==> config.mk <==
export PLATFORM = sky130hd
export DESIGN_NAME = ring_buffer_keyword_scanner_flat
export DESIGN_NICKNAME = d
export VERILOG_FILES = /design/src/rbks_pkg.sv /design/src/rbks_if.sv /design/src/rbks_match.sv /design/src/rbks_ring.sv /design/src/ring_buffer_keyword_scanner.sv /design/src/flat_wrapper.sv
export SDC_FILE = /design/constraint.sdc
export NUM_CORES = 1
export LEC_CHECK = 0
export ABC_AREA = 1
export BUFFER_PORTS_ARGS = -buffer_cell sky130_fd_sc_hd__buf_2
export CORE_MARGIN = 1.5
export CORE_UTILIZATION = 40
export DETAILED_ROUTE_END_ITERATION = 10
export HOLD_SLACK_MARGIN = 0.1
export PLACE_DENSITY_LB_ADDON = 0.2
export SYNTH_ARGS = -nofsm -noshare
export SYNTH_HDL_FRONTEND = slang
export SYNTH_SLANG_ARGS = --single-unit
==> constraint.sdc <==
create_clock -name clk -period 5.3 [get_ports clk]
set_input_delay 0.53 -clock clk [delete_from_list [all_inputs] [get_ports clk]]
set_output_delay 0.53 -clock clk [all_outputs]
set_load 0.01 [all_outputs]
==> src/rbks_pkg.sv <==
// Shared types and constants of the ring buffer keyword scanner.
package rbks_pkg;

  typedef enum logic [1:0] {
    REQ_BYTE  = 2'd0,
    REQ_READ  = 2'd1,
    REQ_ARM   = 2'd2,
    REQ_CLEAR = 2'd3
  } req_t;

  typedef enum logic [2:0] {
    CFG_FIRST_KW   = 3'd0,
    CFG_FIRST_LEN  = 3'd1,
    CFG_SECOND_KW  = 3'd2,
    CFG_SECOND_LEN = 3'd3,
    CFG_MODE       = 3'd4,
    CFG_LINE_END   = 3'd5
  } cfg_idx_t;

  typedef enum logic [1:0] {
    KW_NONE   = 2'd0,
    KW_FIRST  = 2'd1,
    KW_SECOND = 2'd2
  } kw_sel_t;

  localparam int unsigned CFG_IDX_W  = 3;
  localparam int unsigned CFG_DATA_W = 64;
  localparam int unsigned KW_W       = 64;
  localparam int unsigned KW_LEN_W   = 4;
  localparam int unsigned MODE_W     = 2;

  localparam logic [MODE_W-1:0] MODE_SKIP = 2'd0;
  localparam logic [MODE_W-1:0] MODE_ONE  = 2'd1;
  localparam logic [MODE_W-1:0] MODE_TWO  = 2'd2;

  localparam logic [7:0] CHAR_CR = 8'h0D;
  localparam logic [7:0] CHAR_LF = 8'h0A;

  // Ring control for one beat, already qualified by the pipeline advance.
  typedef struct packed {
    logic advance;
    logic push;
    logic pop;
    logic clear;
  } ring_ctrl_t;

  typedef struct packed {
    logic rd_valid;
    logic not_empty_nxt;
  } ring_stat_t;

endpackage

==> src/rbks_if.sv <==
// Valid/ready channel interfaces for requests and results.
interface rbks_in_if;
  logic                valid;
  logic                ready;
  rbks_pkg::req_t      req_type;
  logic [7:0]          in_byte;

  modport source (output valid, output req_type, output in_byte, input ready);
  modport sink   (input valid, input req_type, input in_byte, output ready);
endinterface

interface rbks_out_if;
  logic       valid;
  logic       ready;
  logic [7:0] out_byte;
  logic       out_valid;
  logic       ring_not_empty;
  logic       search_armed;
  logic       search_done;
  logic [1:0] matched_keyword;

  modport source (output valid, output out_byte, output out_valid, output ring_not_empty,
                  output search_armed, output search_done, output matched_keyword,
                  input ready);
  modport sink   (input valid, input out_byte, input out_valid, input ring_not_empty,
                  input search_armed, input search_done, input matched_keyword,
                  output ready);
endinterface

==> src/rbks_match.sv <==
// Naive keyword matcher: match position register and the per-byte compare.
module rbks_match #(
  parameter int unsigned MAX_KEYWORD_CHARS = 8
) (
  input  logic                          clk,
  input  logic                          rst_n,
  input  logic [rbks_pkg::KW_W-1:0]     kw,
  input  logic [rbks_pkg::KW_LEN_W-1:0] kw_len,
  input  logic [7:0]                    ch,
  input  logic                          step,
  input  logic                          restart,
  output logic                          hit
);
  import rbks_pkg::*;

  localparam int unsigned MPW = $clog2(MAX_KEYWORD_CHARS + 1);

  logic [MPW-1:0] pos_r;
  logic [MPW-1:0] pos_nxt;
  logic [MPW-1:0] len_c;
  logic [MPW-1:0] p0;
  logic [MPW-1:0] p1;
  logic [MPW-1:0] p2;

  function automatic logic [7:0] kw_char(input logic [KW_W-1:0] w, input logic [MPW-1:0] p);
    logic [2:0] idx;
    idx = 3'(p);
    return w[{idx, 3'b000} +: 8];
  endfunction

  always_comb begin
    if (kw_len > KW_LEN_W'(MAX_KEYWORD_CHARS)) begin
      len_c = MPW'(MAX_KEYWORD_CHARS);
    end else begin
      len_c = MPW'(kw_len);
    end
    p0 = (pos_r >= len_c) ? '0 : pos_r;
    p1 = (kw_char(kw, p0) != ch) ? '0 : p0;
    p2 = (kw_char(kw, p1) == ch) ? p1 + MPW'(1) : p1;
    // An empty keyword completes at once and leaves the position alone.
    hit     = (len_c == '0) || (p2 >= len_c);
    pos_nxt = (len_c == '0) ? pos_r : p2;
  end

  always_ff @(posedge clk) begin
    if (!rst_n) begin
      pos_r <= '0;
    end else if (restart) begin
      pos_r <= '0;
    end else if (step) begin
      pos_r <= pos_nxt;
    end
  end

endmodule

==> src/rbks_ring.sv <==
// Byte ring: storage, read and write pointers, fill count and registered read data.
module rbks_ring #(
  parameter int unsigned RING_DEPTH = 16
) (
  input  logic                 clk,
  input  logic                 rst_n,
  input  rbks_pkg::ring_ctrl_t ctrl,
  input  logic [7:0]           wr_data,
  output logic [7:0]           rd_data,
  output rbks_pkg::ring_stat_t stat
);
  import rbks_pkg::*;

  localparam int unsigned PW = (RING_DEPTH > 1) ? $clog2(RING_DEPTH) : 1;
  localparam int unsigned FW = $clog2(RING_DEPTH + 1);

  logic [7:0]    mem [RING_DEPTH];
  logic [PW-1:0] wp_r;
  logic [PW-1:0] rp_r;
  logic [FW-1:0] fill_r;
  logic [7:0]    rd_data_r;
  logic          full;
  logic          has_data;
  logic          do_pop;

  function automatic logic [PW-1:0] next_ptr(input logic [PW-1:0] p);
    return (p == PW'(RING_DEPTH - 1)) ? '0 : p + PW'(1);
  endfunction

  assign full     = (fill_r == FW'(RING_DEPTH));
  assign has_data = (fill_r != '0);
  assign do_pop   = ctrl.pop && has_data;

  always_comb begin
    stat.rd_valid = do_pop;
    if (ctrl.clear) begin
      stat.not_empty_nxt = 1'b0;
    end else if (ctrl.push) begin
      stat.not_empty_nxt = 1'b1;
    end else if (do_pop) begin
      stat.not_empty_nxt = (fill_r != FW'(1));
    end else begin
      stat.not_empty_nxt = has_data;
    end
  end

  always_ff @(posedge clk) begin
    if (ctrl.push) begin
      mem[wp_r] <= wr_data;
    end
    if (ctrl.advance) begin
      rd_data_r <= do_pop ? mem[rp_r] : 8'h00;
    end
  end

  always_ff @(posedge clk) begin
    if (!rst_n) begin
      wp_r   <= '0;
      rp_r   <= '0;
      fill_r <= '0;
    end else if (ctrl.clear) begin
      wp_r   <= '0;
      rp_r   <= '0;
      fill_r <= '0;
    end else if (ctrl.push) begin
      wp_r <= next_ptr(wp_r);
      // Full: overwrite the oldest byte and drag the read side along.
      if (full) begin
        rp_r <= next_ptr(rp_r);
      end else begin
        fill_r <= fill_r + FW'(1);
      end
    end else if (do_pop) begin
      rp_r   <= next_ptr(rp_r);
      fill_r <= fill_r - FW'(1);
    end
  end

  assign rd_data = rd_data_r;

endmodule

==> src/ring_buffer_keyword_scanner.sv <==
// Top level of the ring buffer keyword scanner: pipeline, search control and configuration.
//
// Each request beat (byte, read, arm or clear) produces exactly one result beat. A beat is
// captured in an input register, evaluated by single-pass logic (keyword and CR LF compares,
// ring pointer update) and lands in the result register, so the block takes one beat per
// clock while results are taken. While a result waits on the output, one more beat is held in
// the input register and the input then stalls until the result is taken. The ring is a
// RING_DEPTH-byte memory with one write port and one registered read port; a read sees every
// byte stored by earlier beats. The ring needs no clearing after reset because reads are gated
// by the fill count. Bytes are stored and matched only while a search is armed. The user must
// write configuration through the cfg_ port only while idle; the block does not enforce this.
module ring_buffer_keyword_scanner #(
  parameter int unsigned RING_DEPTH        = 16,
  parameter int unsigned MAX_KEYWORD_CHARS = 8
) (
  input  logic                            clk,
  input  logic                            rst_n,
  rbks_in_if.sink                         in_if,
  rbks_out_if.source                      out_if,
  input  logic                            cfg_we,
  input  logic [rbks_pkg::CFG_IDX_W-1:0]  cfg_index,
  input  logic [rbks_pkg::CFG_DATA_W-1:0] cfg_wdata
);
  import rbks_pkg::*;

  typedef enum logic [1:0] {
    PH_IDLE    = 2'd0,
    PH_KEYWORD = 2'd1,
    PH_LINE    = 2'd2
  } phase_t;

  // Configuration registers
  logic [KW_W-1:0]     kw1_r;
  logic [KW_LEN_W-1:0] kw1_len_r;
  logic [KW_W-1:0]     kw2_r;
  logic [KW_LEN_W-1:0] kw2_len_r;
  logic [MODE_W-1:0]   mode_r;
  logic                line_end_r;

  // Input stage
  logic       s1_valid_r;
  req_t       s1_req_r;
  logic [7:0] s1_byte_r;

  // Search state and result register
  phase_t     phase_r;
  phase_t     phase_nxt;
  kw_sel_t    found_r;
  kw_sel_t    found_nxt;
  logic [1:0] line_pos_r;
  logic [1:0] line_pos_nxt;
  logic       out_valid_r;
  logic       rd_valid_r;
  logic       not_empty_r;
  logic       armed_r;
  logic       done_r;
  kw_sel_t    which_r;

  logic       fire;
  logic       is_byte;
  logic       skip;
  logic       two;
  logic       kw_step;
  logic       restart;
  logic       hit1;
  logic       hit2;
  kw_sel_t    hit;
  logic       done;
  kw_sel_t    which;
  logic [1:0] lp0;
  logic [1:0] lp1;
  logic [1:0] lp2;
  logic [7:0] crlf_ch0;
  logic [7:0] crlf_ch1;
  ring_ctrl_t ring_ctrl;
  ring_stat_t ring_stat;
  logic [7:0] rd_data;

  always_ff @(posedge clk) begin
    if (!rst_n) begin
      kw1_r      <= '0;
      kw1_len_r  <= '0;
      kw2_r      <= '0;
      kw2_len_r  <= '0;
      mode_r     <= MODE_ONE;
      line_end_r <= 1'b0;
    end else if (cfg_we) begin
      unique case (cfg_index)
        CFG_FIRST_KW:   kw1_r      <= cfg_wdata[KW_W-1:0];
        CFG_FIRST_LEN:  kw1_len_r  <= cfg_wdata[KW_LEN_W-1:0];
        CFG_SECOND_KW:  kw2_r      <= cfg_wdata[KW_W-1:0];
        CFG_SECOND_LEN: kw2_len_r  <= cfg_wdata[KW_LEN_W-1:0];
        CFG_MODE:       mode_r     <= cfg_wdata[MODE_W-1:0];
        CFG_LINE_END:   line_end_r <= cfg_wdata[0];
        default: ;
      endcase
    end
  end

  // Pipeline handshake: the input stage advances whenever the result slot frees up.
  assign fire        = s1_valid_r && (!out_valid_r || out_if.ready);
  assign in_if.ready = !s1_valid_r || fire;

  always_ff @(posedge clk) begin
    if (!rst_n) begin
      s1_valid_r <= 1'b0;
    end else if (in_if.ready) begin
      s1_valid_r <= in_if.valid;
    end
  end

  always_ff @(posedge clk) begin
    if (in_if.valid && in_if.ready) begin
      s1_req_r  <= in_if.req_type;
      s1_byte_r <= in_if.in_byte;
    end
  end

  assign is_byte = (s1_req_r == REQ_BYTE);
  assign skip    = (mode_r == MODE_SKIP);
  assign two     = (mode_r >= MODE_TWO);
  assign kw_step = fire && is_byte && (phase_r == PH_KEYWORD);
  assign restart = fire && (s1_req_r == REQ_ARM);

  rbks_match #(.MAX_KEYWORD_CHARS(MAX_KEYWORD_CHARS)) u_match1 (
    .clk     (clk),
    .rst_n   (rst_n),
    .kw      (kw1_r),
    .kw_len  (kw1_len_r),
    .ch      (s1_byte_r),
    .step    (kw_step),
    .restart (restart),
    .hit     (hit1)
  );

  // The second keyword is only stepped when the first did not complete.
  rbks_match #(.MAX_KEYWORD_CHARS(MAX_KEYWORD_CHARS)) u_match2 (
    .clk     (clk),
    .rst_n   (rst_n),
    .kw      (kw2_r),
    .kw_len  (kw2_len_r),
    .ch      (s1_byte_r),
    .step    (kw_step && two && !hit1),
    .restart (restart),
    .hit     (hit2)
  );

  assign hit = hit1 ? KW_FIRST : ((two && hit2) ? KW_SECOND : KW_NONE);

  always_comb begin
    ring_ctrl.advance = fire;
    ring_ctrl.push    = fire && is_byte && (phase_r != PH_IDLE) && !skip;
    ring_ctrl.pop     = fire && (s1_req_r == REQ_READ);
    ring_ctrl.clear   = fire && (s1_req_r == REQ_CLEAR);
  end

  rbks_ring #(.RING_DEPTH(RING_DEPTH)) u_ring (
    .clk     (clk),
    .rst_n   (rst_n),
    .ctrl    (ring_ctrl),
    .wr_data (s1_byte_r),
    .rd_data (rd_data),
    .stat    (ring_stat)
  );

  // CR LF tracker
  always_comb begin
    lp0      = (line_pos_r > 2'd1) ? 2'd0 : line_pos_r;
    crlf_ch0 = (lp0 == 2'd0) ? CHAR_CR : CHAR_LF;
    lp1      = (crlf_ch0 != s1_byte_r) ? 2'd0 : lp0;
    crlf_ch1 = (lp1 == 2'd0) ? CHAR_CR : CHAR_LF;
    lp2      = (crlf_ch1 == s1_byte_r) ? lp1 + 2'd1 : lp1;
  end

  always_comb begin
    phase_nxt    = phase_r;
    found_nxt    = found_r;
    line_pos_nxt = line_pos_r;
    done         = 1'b0;
    which        = KW_NONE;
    unique case (s1_req_r)
      REQ_BYTE: begin
        unique case (phase_r)
          PH_KEYWORD: begin
            if (hit != KW_NONE) begin
              found_nxt = hit;
              if (!skip && line_end_r) begin
                line_pos_nxt = 2'd0;
                phase_nxt    = PH_LINE;
              end else begin
                phase_nxt = PH_IDLE;
                done      = 1'b1;
                which     = hit;
              end
            end
          end
          PH_LINE: begin
            line_pos_nxt = lp2;
            if (lp2 >= 2'd2) begin
              phase_nxt = PH_IDLE;
              done      = 1'b1;
              which     = found_r;
            end
          end
          PH_IDLE: ;
          default: ;
        endcase
      end
      REQ_ARM: begin
        line_pos_nxt = 2'd0;
        found_nxt    = KW_NONE;
        phase_nxt    = PH_KEYWORD;
      end
      default: ;
    endcase
  end

  always_ff @(posedge clk) begin
    if (!rst_n) begin
      phase_r     <= PH_IDLE;
      found_r     <= KW_NONE;
      line_pos_r  <= 2'd0;
      out_valid_r <= 1'b0;
    end else begin
      if (fire) begin
        phase_r     <= phase_nxt;
        found_r     <= found_nxt;
        line_pos_r  <= line_pos_nxt;
        out_valid_r <= 1'b1;
        rd_valid_r  <= ring_stat.rd_valid;
        not_empty_r <= ring_stat.not_empty_nxt;
        armed_r     <= (phase_nxt != PH_IDLE);
        done_r      <= done;
        which_r     <= which;
      end else if (out_if.ready) begin
        out_valid_r <= 1'b0;
      end
    end
  end

  assign out_if.valid           = out_valid_r;
  assign out_if.out_byte        = rd_data;
  assign out_if.out_valid       = rd_valid_r;
  assign out_if.ring_not_empty  = not_empty_r;
  assign out_if.search_armed    = armed_r;
  assign out_if.search_done     = done_r;
  assign out_if.matched_keyword = which_r;

endmodule

==> src/flat_wrapper.sv <==
// flat-port wrapper written by rule: the top's interface ports become plain ports
module ring_buffer_keyword_scanner_flat import rbks_pkg::*;
#(
  parameter int unsigned RING_DEPTH        = 16,
  parameter int unsigned MAX_KEYWORD_CHARS = 8
)
  (clk, rst_n, cfg_we, cfg_index, cfg_wdata, in_if_valid, in_if_req_type, in_if_in_byte, in_if_ready, out_if_valid, out_if_out_byte, out_if_out_valid, out_if_ring_not_empty, out_if_search_armed, out_if_search_done, out_if_matched_keyword, out_if_ready);
  rbks_in_if in_if_i ();
  rbks_out_if out_if_i ();
  input  logic clk;
  input  logic rst_n;
  input  logic cfg_we;
  input  logic [rbks_pkg::CFG_IDX_W-1:0] cfg_index;
  input  logic [rbks_pkg::CFG_DATA_W-1:0] cfg_wdata;
  input wire logic [$bits(in_if_i.valid)-1:0] in_if_valid;
  input wire logic [$bits(in_if_i.req_type)-1:0] in_if_req_type;
  input wire logic [$bits(in_if_i.in_byte)-1:0] in_if_in_byte;
  output wire logic [$bits(in_if_i.ready)-1:0] in_if_ready;
  output wire logic [$bits(out_if_i.valid)-1:0] out_if_valid;
  output wire logic [$bits(out_if_i.out_byte)-1:0] out_if_out_byte;
  output wire logic [$bits(out_if_i.out_valid)-1:0] out_if_out_valid;
  output wire logic [$bits(out_if_i.ring_not_empty)-1:0] out_if_ring_not_empty;
  output wire logic [$bits(out_if_i.search_armed)-1:0] out_if_search_armed;
  output wire logic [$bits(out_if_i.search_done)-1:0] out_if_search_done;
  output wire logic [$bits(out_if_i.matched_keyword)-1:0] out_if_matched_keyword;
  input wire logic [$bits(out_if_i.ready)-1:0] out_if_ready;
  assign in_if_i.valid = in_if_valid;
  assign in_if_i.req_type = in_if_req_type;
  assign in_if_i.in_byte = in_if_in_byte;
  assign in_if_ready = in_if_i.ready;
  assign out_if_valid = out_if_i.valid;
  assign out_if_out_byte = out_if_i.out_byte;
  assign out_if_out_valid = out_if_i.out_valid;
  assign out_if_ring_not_empty = out_if_i.ring_not_empty;
  assign out_if_search_armed = out_if_i.search_armed;
  assign out_if_search_done = out_if_i.search_done;
  assign out_if_matched_keyword = out_if_i.matched_keyword;
  assign out_if_i.ready = out_if_ready;
  ring_buffer_keyword_scanner #(.RING_DEPTH(RING_DEPTH), .MAX_KEYWORD_CHARS(MAX_KEYWORD_CHARS)) u_core (.clk(clk), .rst_n(rst_n), .in_if(in_if_i), .out_if(out_if_i), .cfg_we(cfg_we), .cfg_index(cfg_index), .cfg_wdata(cfg_wdata));
endmodule
==> results of run 1 <==
==> worst max path at each step <==
stage / from / to / slack [ns] / cells after the start
2_1_floorplan: u_core.u_match1.pos_r[0] / u_core.out_if.search_armed / 0.1 / 47
6_report: u_core.kw1_len_r[0] / u_core.out_if.search_armed / -0.15 / 49
3_5_place_dp: u_core.kw1_len_r[0] / u_core.out_if.search_armed / -0.66 / 44
4_1_cts: u_core.kw2_len_r[2] / u_core.out_if.search_armed / -0.05 / 47
3_3_place_gp: u_core.kw1_len_r[3] / u_core.out_if.search_armed / -0.59 / 42
5_1_grt: u_core.kw1_len_r[0] / u_core.out_if.search_armed / -0.58 / 50
==> critical path, delay by kind of cell, from the launching register on <==
kind,cells,cell delay [ns]
AOI/OAI and AO/OA,6,0.55
buffers and inverters,14,1.31
DFF,1,0.33
and+or+nand+nor,27,2.65
adders and majority gates,2,0.42
==> power by group through the flow <==
| stage | registers [mW] | logic [mW] | clock network [mW] |
|---|---|---|---|
| global placement | 2.73 | 0.328 | 0 |
| floorplan | 2.72 | 0.173 | 0 |
| CTS | 2.67 | 0.352 | 2.56 |
| detailed placement | 2.73 | 0.330 | 0 |
| finish | 2.68 | 0.368 | 2.51 |
| global route | 2.68 | 0.405 | 2.65 |
==> per-stage QoR <==
step	hold slack, ns	util [%]	std cells	setup WS, ns
floorplan	0.424	-	2053	0.0955
global placement	0.441	45.6	2707	-0.591
detailed placement	0.444	45.6	2707	-0.656
CTS	0.117	50.2	2799	-0.0481
global route	0.132	51.3	2810	-0.576
finish	0.151	51.3	2810	-0.146
==> logic make-up after synthesis <==
family	synth area share, %
buffers and inverters	6.65
and+or+nand+nor	28.8
AOI/OAI and AO/OA	12.1
xor gates and xnor gates	0.274
adders and majority gates	2.43
DFF	49.7
other	0.0235
==> sequential cells by signal (all words and copies together), names as in the netlist, 5 cells and up <==
name,count
u_core.u_ring.rd_data,8
u_core.u_ring.mem,128
u_core.kw1_r,64
u_core.s1_byte_r,8
u_core.u_ring.fill_r,5
u_core.kw2_r,64
==> area by class of cell <==
| type | count | area (um^2) | share of cell area [%] |
|---|---|---|---|
| well taps | 518 | 648 | 3.24 |
| repair buffers | 276 | 2130 | 10.6 |
| flip-flops and latches | 320 | 7930 | 39.6 |
| inverters | 149 | 584 | 2.92 |
| clock buffers | 50 | 1000 | 5.01 |
| clock inverters | 15 | 174 | 0.869 |
| multi-input cells | 1482 | 7540 | 37.7 |
==> metal layers <==
layer	share of wire (%)	global-route usage, %
met3	6.8	4.03
met1	46	36.9
met5	0	0
met4	3.5	10.6
met2	44	39.9
==> timing repair <==
action                     in CTS  in global routing
pin swaps                      34                 60
setup endpoints to repair      14                 14
setup buffers                  22                 11
resized for setup              82                 93
hold buffers                    0                  0
cloned                          5                  0
==> placed cells by master, fill, tap and decap left out, drive strengths merged, types with 2 or more instances in the layout <==
master and count:
edfxtp 152, o21ai 242, o221ai 13, nor3 12, buf 276, o22ai 20, nor2 442, bufinv 3
ha 31, a31oi 8, nand3 166, o211ai 11, clkbuf 50, dfxtp 168, xor2 5, nand4 38
nand2 418, a21oi 54, or2 2, inv 146, nor4 7, o21a 2, clkinv 15
==> reports/results.env, run 1 <==
CTS-ROOT-TO-SINK-BUFFERS=3
YS_TYPES=49
POWER.NET_SWITCHING_mW=1.32
TIMING.REG2REG.WORST_PATH_DEPTH=49
FINISH.NET_COUNT=2378
IOS=98
OUTCOME='finished with violations'
SYNTH.AVG_CELL_AREA_UM2=7.78
SYNTHESIZED_FLOP_AND_LATCH_TOTAL=320
COMB_POWER_SHARE_PCT=6.6
SETUP_VIOL=6
SLOWEST_DELAY_NS=0.33
DIE_W_UM=203
GRT_FIRST_PASS_WIRELENGTH_UM=82400
CRIT-REG2REG-CAPTURE='u_core.out_if.search_armed'
LAYOUT-DRIVE-GT1-SHARE_PCT=20.9
SYNTH_AREA_LEADERS='edfxtp_1 (29%), dfxtp_1 (21%), nor2_1 (10%)'
SYNTH-SEQ-AREA-SHARE_PCT=49.7
FINAL_DESIGN_AREA_NO_FILL_UM2=20000
SLOWEST_STAGE='dfxtp_2'
WORSTHOLDSTART='in_if_in_byte[0]'
CTS_MADE_BUFFERS=36
TIMING.RR.START='u_core.kw1_len_r[0]'
DRC=0
NETSWITCHINGFRACTION_PCT=23.7
POST_SYNTH_EDFFS=152
HEIGHT_OF_THE_DIE_UM=203
CLK-INSERTION-DELAY-LATE_NS=0.56
CTS_TREE='yes'
GRT_MAX_DEGREE=101
FINALCRITICALPERIOD_NS=5.45
DIE_AREA_UM2=41100
SYNTH_FP_NETS=2166
CTS.SINK_COUNT=320
TIMING_HOLD_VIOLATIONS_FINAL=0
VIOLATED_CHECKS='setup timing'
CRITICAL_PATH_REQUIRED_NS=5.72
WORST-PATH-MAX-FANOUT=8
SYNTHESIS.YOSYS.WARNINGS=0
GP_ROUTABILITY_CONGESTION=0.981
SYNTH_AREA_LEADER_CELL='edfxtp_1'
FIN_WORST_SKEW_NS=0.0186
SYNTHTOPCELLSBYCOUNT='nor2_1 (430), nand2_1 (411), o21ai_0 (238)'
CP-START-KIND='register'
POWER_mW=5.56
INTPOWER_mW=4.24
YOSYS.CELL_COUNT.TOP_TYPE='nor2_1'
DRTANTENNAVIOLNETS=0
CLOCK_TREE.ROOT_CELL='clkbuf_16'
PROPORTION_OF_POWER_DRAWN_BY_THE_CLOCK_NETWORK_PCT=45.2
ASYNCSETRESETFLOPFRACSYNTH_PCT=0
GLOBALROUTEOVERFLOWTOTAL=0
PORT_BUFFERS=97
SYNTH_TOP_CELL_AREA_SHARE_PCT=28.6
CTS_H_TREE_DEPTH=2
FINAL_MAX_SLEW_VIOL_COUNT=0
CLK_PIN_SLEW_NS=0.05
WORST_SLACK_SETUP_FINAL_NS=-0.146
FINAL.PERIOD_UTILIZATION_PCT=103
R2R_SETUP_SLACK_NS=-0.15
INITIAL_STANDARD_CELL_UTILIZATION_OF_THE_CORE_PCT=40.9
FIRST_GLOBAL_VIAS=14162
DRV_CAP=0
NUMBER_OF_CELLS_PRODUCED_BY_SYNTHESIS=2053
CORE_REGION_AREA_UM2=39000
MIN_PATH_TYPE='in2reg'
INSERTEDDIODECOUNT=0
HPWL_UM=37600
CRIT_TYPE='reg2reg'
FIN_TNS_SETUP_NS=-0.448
CRITPATHCAPTURETYPE='register'
IR_DROP_uV=235
YS.FLOP_TYPE='dfxtp_1'
WORSTMARGINPINSLEW_NS=1.11
TIMING.CRITICAL_PATH.ARRIVAL_NS=5.87
ROUTE.DETAILED.WL_PER_INST_UM=19.0
POWER.SHARE.SEQUENTIAL_PCT=48.2
GRT_USAGE_PCT=26.1
NETLIST_AREA_UM2=16000
SYN2LAYOUT_AREA_GROWTH_PCT=25.4
GRT_ANTENNA_BEFORE_REPAIR=0
FP-ROW-COUNT=72
RSZ_0062_RAISED_AFTER_GLOBAL_ROUTING='yes'
DRT_PRE_ANTENNA_ITERS=5
MIN_DELAY_WORST_ENDPOINT='u_core.s1_byte_r[0]'
POWER.DENSITY_CELL_AREA_nW_PER_UM2=278
ROUTED_VIA_DENSITY=5.36
ROUTED_WIRE_LENGTH_UM=53400
PLACE_AREA_UM2=17800
FILL_COUNT=3797
HOLD_PATH_DEPTH=1
DRTITER0DRC=1413
RELSLEWSLACK_PCT=25.6
MAX_CLOCK_FREQ_GHz=0.184
ROUTE.VIAS.TOTAL=15073
TOTAL_LEAKAGE_POWER_nW=8.72
No activity file was read; power rests on OpenSTA's default activity.
==> run 2, diff against run 1 <==
--- a/config.mk
+++ b/config.mk
@@ -5,10 +5,11 @@
 export SDC_FILE = /design/constraint.sdc
 export NUM_CORES = 1
 export LEC_CHECK = 0
-export ABC_AREA = 1
 export BUFFER_PORTS_ARGS = -buffer_cell sky130_fd_sc_hd__buf_2
+export CELL_PAD_IN_SITES_DETAIL_PLACEMENT = 2
+export CELL_PAD_IN_SITES_GLOBAL_PLACEMENT = 2
 export CORE_MARGIN = 1.5
-export CORE_UTILIZATION = 40
+export CORE_UTILIZATION = 37
 export DETAILED_ROUTE_END_ITERATION = 10
 export HOLD_SLACK_MARGIN = 0.1
 export PLACE_DENSITY_LB_ADDON = 0.2
==> reports/results.env, run 2 <==
SYNTH_COMPOUND_GATE_AREA_SHARE_PCT=13.9  # +1.8 points
MIN_DELAY_WORST_ENDPOINT='u_core.s1_byte_r[7]'
GRT_USAGE_PCT=25.2  # -0.92 points
DRTITER0DRC=580  # -59%
WORST_SLACK_SETUP_FINAL_NS=-0.319  # -0.173 ns
MAX_CLOCK_FREQ_GHz=0.178  # -3.1%
ASYNCSETRESETFLOPFRACSYNTH_PCT=0  # unchanged
DIE_W_UM=206  # +1.6%
WORST-PATH-MAX-FANOUT=4  # -4
TOP_REGS='u_core.u_ring.mem x128, u_core.kw1_r x64, u_core.kw2_r x64'
MOSTFREQUENTLAYOUTCELL='nand2_1'
IOS=98  # unchanged
NETLIST_AREA_UM2=15300  # -4.5%
HPWL_UM=36100  # -4.0%
TIMING.RR.START='u_core.kw1_len_r[0]'
FIN_WORST_SKEW_NS=0.0216  # +0.00300 ns
SYNTH_AREA_LEADER_CELL='edfxtp_1'
POST_SYNTH_MUX_AREA_SHARE_PCT=11.4  # +11 points
MOST-COMMON-LAYOUT-CELLS='nand2_1 (322), dfxtp_1 (161), edfxtp_1 (152), a21boi_0 (131), buf_4 (107)'
DIE_AREA_UM2=42400  # +3.2%
FINAL_MAX_SLEW_VIOL_COUNT=0  # unchanged
CLOCK_TREE.ROOT_CELL='clkbuf_16'
CTS-ROOT-TO-SINK-BUFFERS=3  # unchanged
R2R_SETUP_SLACK_NS=-0.32  # -0.17 ns
SYNTHESIS.YOSYS.WARNINGS=0  # unchanged
LAYOUT-DRIVE-GT1-SHARE_PCT=26.7  # +5.8 points
YOSYS.AREA_SHARE.ADDER_PCT=2.54  # +0.11 points
CTS_TREE='yes'
PLACE_INST=2059  # -24%
FP-ROW-COUNT=74  # +2.8%
WORSTMARGINPINSLEW_NS=1.08  # -0.0331 ns
FINAL.PERIOD_UTILIZATION_PCT=106  # +3.3 points
IR_DROP_uV=197  # -16%
POST_SYNTH_EDFFS=152  # unchanged
GP_ROUTABILITY_CONGESTION=0.877  # -11%
PORT_BUFFERS=97  # unchanged
NUMBER_OF_CELLS_PRODUCED_BY_SYNTHESIS=1416  # -31%
CTS_H_TREE_DEPTH=2  # unchanged
ROUTE.VIAS.TOTAL=11947  # -21%
SYNTH.AVG_CELL_AREA_UM2=10.8  # +39%
DRV_CAP=0  # unchanged
SYNTH_AREA_LEADERS='edfxtp_1 (30%), dfxtp_1 (22%), mux4_2 (8.3%)'
WORSTHOLDSTART='in_if_in_byte[7]'
SYNTH_XOR_AREA_SHARE_PCT=1.67  # +1.4 points
FINALCRITICALPERIOD_NS=5.62  # +0.173 ns
SYNTHESIZED_FLOP_AND_LATCH_TOTAL=320  # unchanged
SYNTHSIMPLEGATEAREAFRAC_PCT=15.4  # -13 points
CORE_REGION_AREA_UM2=40700  # +4.4%
POWER.DENSITY_CELL_AREA_nW_PER_UM2=310  # +12%
CTS.SINK_COUNT=320  # unchanged
CLK_PIN_SLEW_NS=0.06  # about the same
RSZ_0062_RAISED_AFTER_GLOBAL_ROUTING='yes'
SYNTH-SEQ-AREA-SHARE_PCT=52.0  # +2.3 points
SYN2LAYOUT_AREA_GROWTH_PCT=22.8
DRTANTENNAVIOLNETS=0  # unchanged
OUTCOME='finished with violations'
TIMING_HOLD_VIOLATIONS_FINAL=0  # unchanged
YOSYS.CELL_COUNT.TOP_TYPE='nand2_1'
FINISH.NET_COUNT=1699  # -29%
LARGEST_REGISTER_FFS=128  # unchanged
CRIT-REG2REG-CAPTURE='u_core.u_match2.pos_r[2]'
CLK-INSERTION-DELAY-LATE_NS=0.58  # +0.02 ns
GRT_MAX_DEGREE=82  # -19%
CRIT_TYPE='reg2reg'
ROUTED_WIRE_LENGTH_UM=52900  # -1.0%
CP-START-KIND='register'
VIOLATED_CHECKS='setup timing'
SYNTHTOPCELLSBYCOUNT='nand2_1 (326), dfxtp_1 (168), edfxtp_1 (152)'
POST_LAYOUT_INSTANCE_COUNT_EXCLUDING_FILLER_CELLS=2149  # -24%
SYNTH_TOP_CELL_AREA_SHARE_PCT=29.9  # +1.3 points
ROUTED_VIA_DENSITY=5.56  # +3.6%
MIN_PATH_TYPE='in2reg'
SYNTH_TOP_FAMILY_BY_AREA='simple AND/OR/NAND/NOR gates'
DRC=0  # unchanged
SYNTH_FP_NETS=1529  # -29%
DRT_PRE_ANTENNA_ITERS=5  # unchanged
YS.FLOP_TYPE='dfxtp_1'
GRT_ANTENNA_BEFORE_REPAIR=2  # +2
HOLD_PATH_DEPTH=1  # unchanged
RELSLEWSLACK_PCT=27.6  # +2.0 points
SETUP_VIOL=12  # +6
ROUTE.DETAILED.WL_PER_INST_UM=24.6  # +29%
TIMING.CRITICAL_PATH.ARRIVAL_NS=6.11  # +0.24 ns
CRITICAL_PATH_REQUIRED_NS=5.79  # +0.07 ns
HEIGHT_OF_THE_DIE_UM=206  # +1.6%
GRT_FIRST_PASS_WIRELENGTH_UM=80200  # -2.7%
CORE_OCCUPANCY_IN_THE_FINISHED_LAYOUT_PCT=46.0  # -5.3 points
TIMING.REG2REG.WORST_PATH_DEPTH=22  # -55%
INSERTEDDIODECOUNT=0  # unchanged
INITIAL_STANDARD_CELL_UTILIZATION_OF_THE_CORE_PCT=37.4  # -3.5 points
GLOBALROUTEOVERFLOWTOTAL=0  # unchanged
YS_TYPES=83  # +69%
FIRST_GLOBAL_VIAS=13024  # -8.0%
TOTAL_LEAKAGE_POWER_nW=6.53  # -25%
CRITPATHCAPTURETYPE='register'
CTS_MADE_BUFFERS=39  # +8.3%
MAX_FLOP_REGISTER='u_core.u_ring.mem'
[run 2: cell count changes after synthesis, moves of 56 or more]
cell and change:
inv_1 -110, nor2_1 -365, mux4_2 +56, a21boi_0 +134, o21ai_0 -214, nand3_1 -141
nand2_1 -85
[run 2: cells by family (layout without fill, tap and decap cells)]
kind of cell,Yosys count,after routing
AO/OA/AOI/OAI,291,291
XOR/XNOR,29,29
adder cells (fa/ha/maj),31,31
buffers and inverters,111,312
flip-flops,320,320
multiplexers,103,103
other,1,1
AND/OR/NAND/NOR,530,530
[run 2: worst max-delay path by stage]
| stage | startpoint | to | slack (ns) | depth (start not counted) |
|---|---|---|---|---|
| floorplan | u_core.u_match1.pos_r[0] | u_core.u_match2.pos_r[2] | -0.19 | 24 |
| global placement | u_core.kw1_len_r[0] | u_core.u_match2.pos_r[2] | -0.22 | 22 |
| detailed placement | u_core.kw1_len_r[0] | u_core.u_match2.pos_r[2] | -0.46 | 22 |
| CTS | u_core.kw1_len_r[0] | u_core.u_match2.pos_r[2] | -0.36 | 22 |
| global route | u_core.kw1_len_r[0] | u_core.u_match2.pos_r[2] | -0.53 | 22 |
| finish | u_core.kw1_len_r[0] | u_core.u_match2.pos_r[2] | -0.32 | 22 |
[run 2: final cells by class]
| class | count | area, um^2 |
|---|---|---|
| Clock buffer | 53 | 1080 |
| Clock inverter | 19 | 263 |
| Fill cell | 4219 | 22000 |
| Inverter | 26 | 110 |
| Multi-Input combinational cell | 985 | 7240 |
| Sequential cell | 320 | 7940 |
| Tap cell | 532 | 666 |
| Timing Repair Buffer | 214 | 1430 |
[run 2: per-stage QoR]
step | setup WS, ns | cell area, um^2 | setup TNS (ns) | hold slack [ns] | power (mW)
6_report | -0.319 | 18700 | -2.20 | 0.127 | 5.81
5_1_grt | -0.533 | 18700 | -5.22 | 0.109 | 5.99
4_1_cts | -0.362 | 18500 | -2.44 | 0.103 | 5.86
3_5_place_dp | -0.457 | 16900 | -2.82 | 0.459 | 3.03
3_3_place_gp | -0.216 | 16900 | -0.689 | 0.449 | 3.02
2_1_floorplan | -0.187 | 15300 | -0.326 | 0.440 | 2.87
[run 2: per-layer routing]
layer / vias to the layer above / part of all wire (%) / track usage, %
li1: 5443 / - / -
met1: 6148 / 42 / 31.8
met2: 271 / 51 / 44.2
met3: 83 / 3.8 / 3.53
met4: 2 / 2.7 / 8.07
met5: - / 0.021 / 0
[run 2: critical path, stage by stage, from the launching register on]
cell and delay [ns]:
dfxtp_2 0.32, nor2b_4 0.17, ha_4 0.21, nand2b_4 0.14
a2111oi_4 0.34, buf_4 0.17, o21bai_1 0.07, mux4_2 0.48
xor2_1 0.17, a31oi_2 0.20, nand3_1 0.11, o21a_1 0.20
o221a_2 0.22, a221o_1 0.30, or2_1 0.22, ha_1 0.27
nand2b_4 0.14, a21o_1 0.16, a21o_1 0.16, a211o_1 0.27
or4b_4 0.53, or4b_4 0.52, a21oi_2 0.17
[run 2: what timing repair did]
| item | CTS | global route |
|---|---|---|
| pin swaps | 24 | 22 |
| gates resized for setup | 44 | 48 |
| hold buffers | 0 | 0 |
| gates cloned | 1 | 0 |
| endpoints found under the setup margin | 13 | 14 |
| buffers inserted | 13 | 6 |
[run 2: where the power goes]
group	total [mW]	leakage [nW]	internal [mW]	switching, mW
registers	2.66	2.75	2.62	0.0418
logic	0.338	3.14	0.139	0.199
clock network	2.81	0.652	1.69	1.12
==> run 3, diff against run 2 <==
--- a/config.mk
+++ b/config.mk
@@ -6,12 +6,11 @@
 export NUM_CORES = 1
 export LEC_CHECK = 0
 export BUFFER_PORTS_ARGS = -buffer_cell sky130_fd_sc_hd__buf_2
-export CELL_PAD_IN_SITES_DETAIL_PLACEMENT = 2
+export CELL_PAD_IN_SITES_DETAIL_PLACEMENT = 1
 export CELL_PAD_IN_SITES_GLOBAL_PLACEMENT = 2
 export CORE_MARGIN = 1.5
-export CORE_UTILIZATION = 37
+export CORE_UTILIZATION = 40
 export DETAILED_ROUTE_END_ITERATION = 10
-export HOLD_SLACK_MARGIN = 0.1
 export PLACE_DENSITY_LB_ADDON = 0.2
 export SYNTH_ARGS = -nofsm -noshare
 export SYNTH_HDL_FRONTEND = slang
==> constraint.sdc (replaced) <==
create_clock -name clk -period 6.9 [get_ports clk]
set_input_delay 0.69 -clock clk [delete_from_list [all_inputs] [get_ports clk]]
set_output_delay 0.69 -clock clk [all_outputs]
set_load 0.01 [all_outputs]
==> reports/results.env, run 3 (same netlist as run 2, synthesis figures left out) <==
OUTCOME='completed'
DRT_PRE_ANTENNA_ITERS=5  # unchanged
HPWL_UM=30200  # -16%
SLOWEST_STAGE='or4b_2'
DRTANTENNAVIOLNETS=0  # unchanged
GRT_FIRST_PASS_WIRELENGTH_UM=68200  # -15%
CTS_MADE_BUFFERS=36  # -7.7%
WORSTMARGINPINSLEW_NS=1.04  # -0.0390 ns
CLK-INSERTION-DELAY-LATE_NS=0.56  # -0.02 ns
DIE_AREA_UM2=39300  # -7.4%
HEIGHT_OF_THE_DIE_UM=198  # -3.8%
SYN2LAYOUT_AREA_GROWTH_PCT=14.2
CRITICAL_PATH_CELL_COUNT=21  # -4.5%
CTS_TREE='yes'
WORSTHOLDSTART='in_if_req_type[1]'
POST_LAYOUT_INSTANCE_COUNT_EXCLUDING_FILLER_CELLS=2031  # -5.5%
CRITPATHTOPFAMILY='simple AND/OR/NAND/NOR gates'
MIN_DELAY_WORST_ENDPOINT='u_core.s1_req_r[1]'
GP_ROUTABILITY_CONGESTION=0.846  # -3.6%
DRC=0  # unchanged
CTS.SINK_COUNT=320  # unchanged
WL_MET2_UM=20700  # -23%
WORST-PATH-MAX-FANOUT=9  # +5
ROUTED.TOP_LAYER='met4'
FINAL.PERIOD_UTILIZATION_PCT=95.6  # -10 points
RELSLEWSLACK_PCT=30.5  # +2.9 points
CRITPATHCAPTURETYPE='register'
DRTITER0DRC=666  # +15%
MAX_FLOP_REGISTER='u_core.u_ring.mem'
CTS-ROOT-TO-SINK-BUFFERS=3  # unchanged
HOLD_PATH_DEPTH=1  # unchanged
GRT_MAX_DEGREE=115  # +40%
ROUTED-WL-MET3_UM=1810  # -11%
MOST-COMMON-LAYOUT-CELLS='nand2_1 (325), dfxtp_1 (166), edfxtp_1 (152), a21boi_0 (134), buf_2 (96)'
MOSTFREQUENTLAYOUTCELL='nand2_1'
ROUTED_VIA_DENSITY=5.45  # -2.0%
DIE_W_UM=198  # -3.8%
PORT_BUFFERS=97  # unchanged
CRIT_PATH_CELL_TRACE='nor2b_1 > ha_1 > nand2b_1 > a2111oi_4 > or2_2 > o22ai_1 > o21a_1 > nor4_1 > nand4b_1 > nor3_2 > a21oi_1 > a221o_1 > or2_1 > ha_1 > nand2b_1 > a21o_1 > a21o_1 > a211o_1 > or4b_2 > or4b_1 > a21oi_1'
TIMING.CRITICAL_PATH.ARRIVAL_NS=7.08  # +0.97 ns
FIN_TNS_SETUP_NS=0  # +2.20 ns
POWER.DENSITY_CELL_AREA_nW_PER_UM2=241  # -22%
MULTI_INPUT_AREA_UM2=6890  # -4.9%
CORE_REGION_AREA_UM2=37600  # -7.8%
AREA.SEQUENTIAL_UM2=7930  # -0.14%
ROUTE.DETAILED.WL_PER_INST_UM=21.7  # -12%
CP_NUM_BUF_INV=0  # -1
TIMING_HOLD_VIOLATIONS_FINAL=0  # unchanged
LARGEST_REGISTER_FFS=128  # unchanged
ROUTED_WIRE_LENGTH_UM=44000  # -17%
FIN_WORST_HOLD_SLACK_NS=0.304  # +0.177 ns
CLOCK_TREE.ROOT_CELL='clkbuf_16'
FINAL_MAX_SLEW_VIOL_COUNT=0  # unchanged
FILL_COUNT=4106  # -2.7%
R2R_SETUP_SLACK_NS=0.30  # +0.62 ns
FIN_WORST_SKEW_NS=0.0233  # +0.00167 ns
CLK_PIN_SLEW_NS=0.06  # about the same
MAX_CLOCK_FREQ_GHz=0.152  # -15%
CRITICAL_PATH_REQUIRED_NS=7.38  # +1.59 ns
CTS_H_TREE_DEPTH=2  # unchanged
CRIT-REG2REG-CAPTURE='u_core.u_match2.pos_r[2]'
GRT_USAGE_PCT=23.0  # -2.1 points
TIMING.REG2REG.WORST_PATH_DEPTH=21  # -4.5%
INSERTEDDIODECOUNT=0  # unchanged
FIRST_GLOBAL_VIAS=11514  # -12%
FP-ROW-COUNT=71  # -4.1%
FINISH.NET_COUNT=1607  # -5.4%
TOTAL_LEAKAGE_POWER_nW=5.88  # -10%
SETUP_VIOL=0  # -12
PLACE_INST=1967  # -4.5%
GLOBALROUTEOVERFLOWTOTAL=0  # unchanged
IR_DROP_uV=137  # -31%
CP-START-KIND='register'
M1WIRELENGTH_UM=20400  # -9.1%
POWER_mW=4.19  # -28%
DRV_CAP=0  # unchanged
SLOWEST_DELAY_NS=0.75  # +0.22 ns
TOP_REGS='u_core.u_ring.mem x128, u_core.kw1_r x64, u_core.kw2_r x64'
MIN_PATH_TYPE='in2reg'
ROUTE.VIAS.TOTAL=11062  # -7.4%
TIMING.RR.START='u_core.kw1_len_r[0]'
CRIT_TYPE='reg2reg'
FINALCRITICALPERIOD_NS=6.60  # +0.976 ns
GRT_ANTENNA_BEFORE_REPAIR=0  # -2
INITIAL_STANDARD_CELL_UTILIZATION_OF_THE_CORE_PCT=40.6  # +3.1 points
IOS=98  # unchanged
LAYOUT-DRIVE-GT1-SHARE_PCT=17.4  # -9.2 points
-- run 3: worst max path at each step --
stage                          endpoint                startpoint
5_1_grt        u_core.u_match2.pos_r[2]       u_core.kw1_len_r[0]
3_3_place_gp   u_core.u_match2.pos_r[2]       u_core.kw1_len_r[0]
3_5_place_dp   u_core.u_match2.pos_r[2]       u_core.kw1_len_r[0]
6_report       u_core.u_match2.pos_r[2]       u_core.kw1_len_r[0]
2_1_floorplan  u_core.u_match2.pos_r[2]  u_core.u_match1.pos_r[0]
4_1_cts        u_core.u_match2.pos_r[2]       u_core.kw1_len_r[0]
-- run 3: report_power, final --
part	leakage (nW)	switching, mW	internal, mW
combinational	2.57	0.136	0.0882
clock	0.568	0.784	1.14
sequential	2.74	0.0269	2.01
total	5.88	0.947	3.24
-- run 3: stage by stage --
stage / setup WS, ns / util, % / instance area (um^2)
after floorplan: 0.596 / - / 15300
after global placement: 0.437 / 43.2 / 16200
after detailed placement: 0.172 / 43.2 / 16200
after CTS: 0.120 / 46.3 / 17400
after global routing: -0.0281 / 46.4 / 17400
final: 0.305 / 46.4 / 17400
-- run 3: per-layer routing --
layer / track usage, % / vias to the layer above
met5: 0 / -
met1: 31.0 / 5529
li1: - / 5266
met4: 6.53 / 0
met3: 4.00 / 52
met2: 38.0 / 215
-- run 3: what timing repair did --
| action | CTS | global route |
|---|---|---|
| buffers inserted | 0 | 0 |
| hold buffers | 0 | 0 |
| setup endpoints to repair | 0 | 5 |
| resized for setup | 0 | 2 |
-- run 3: area by class of cell --
class	instances	area share, %
Clock buffer	49	5.57
Clock inverter	15	1.14
Inverter	26	0.560
Multi-Input combinational cell	985	39.5
Sequential cell	320	45.5
Tap cell	511	3.67
Timing Repair Buffer	125	4.01
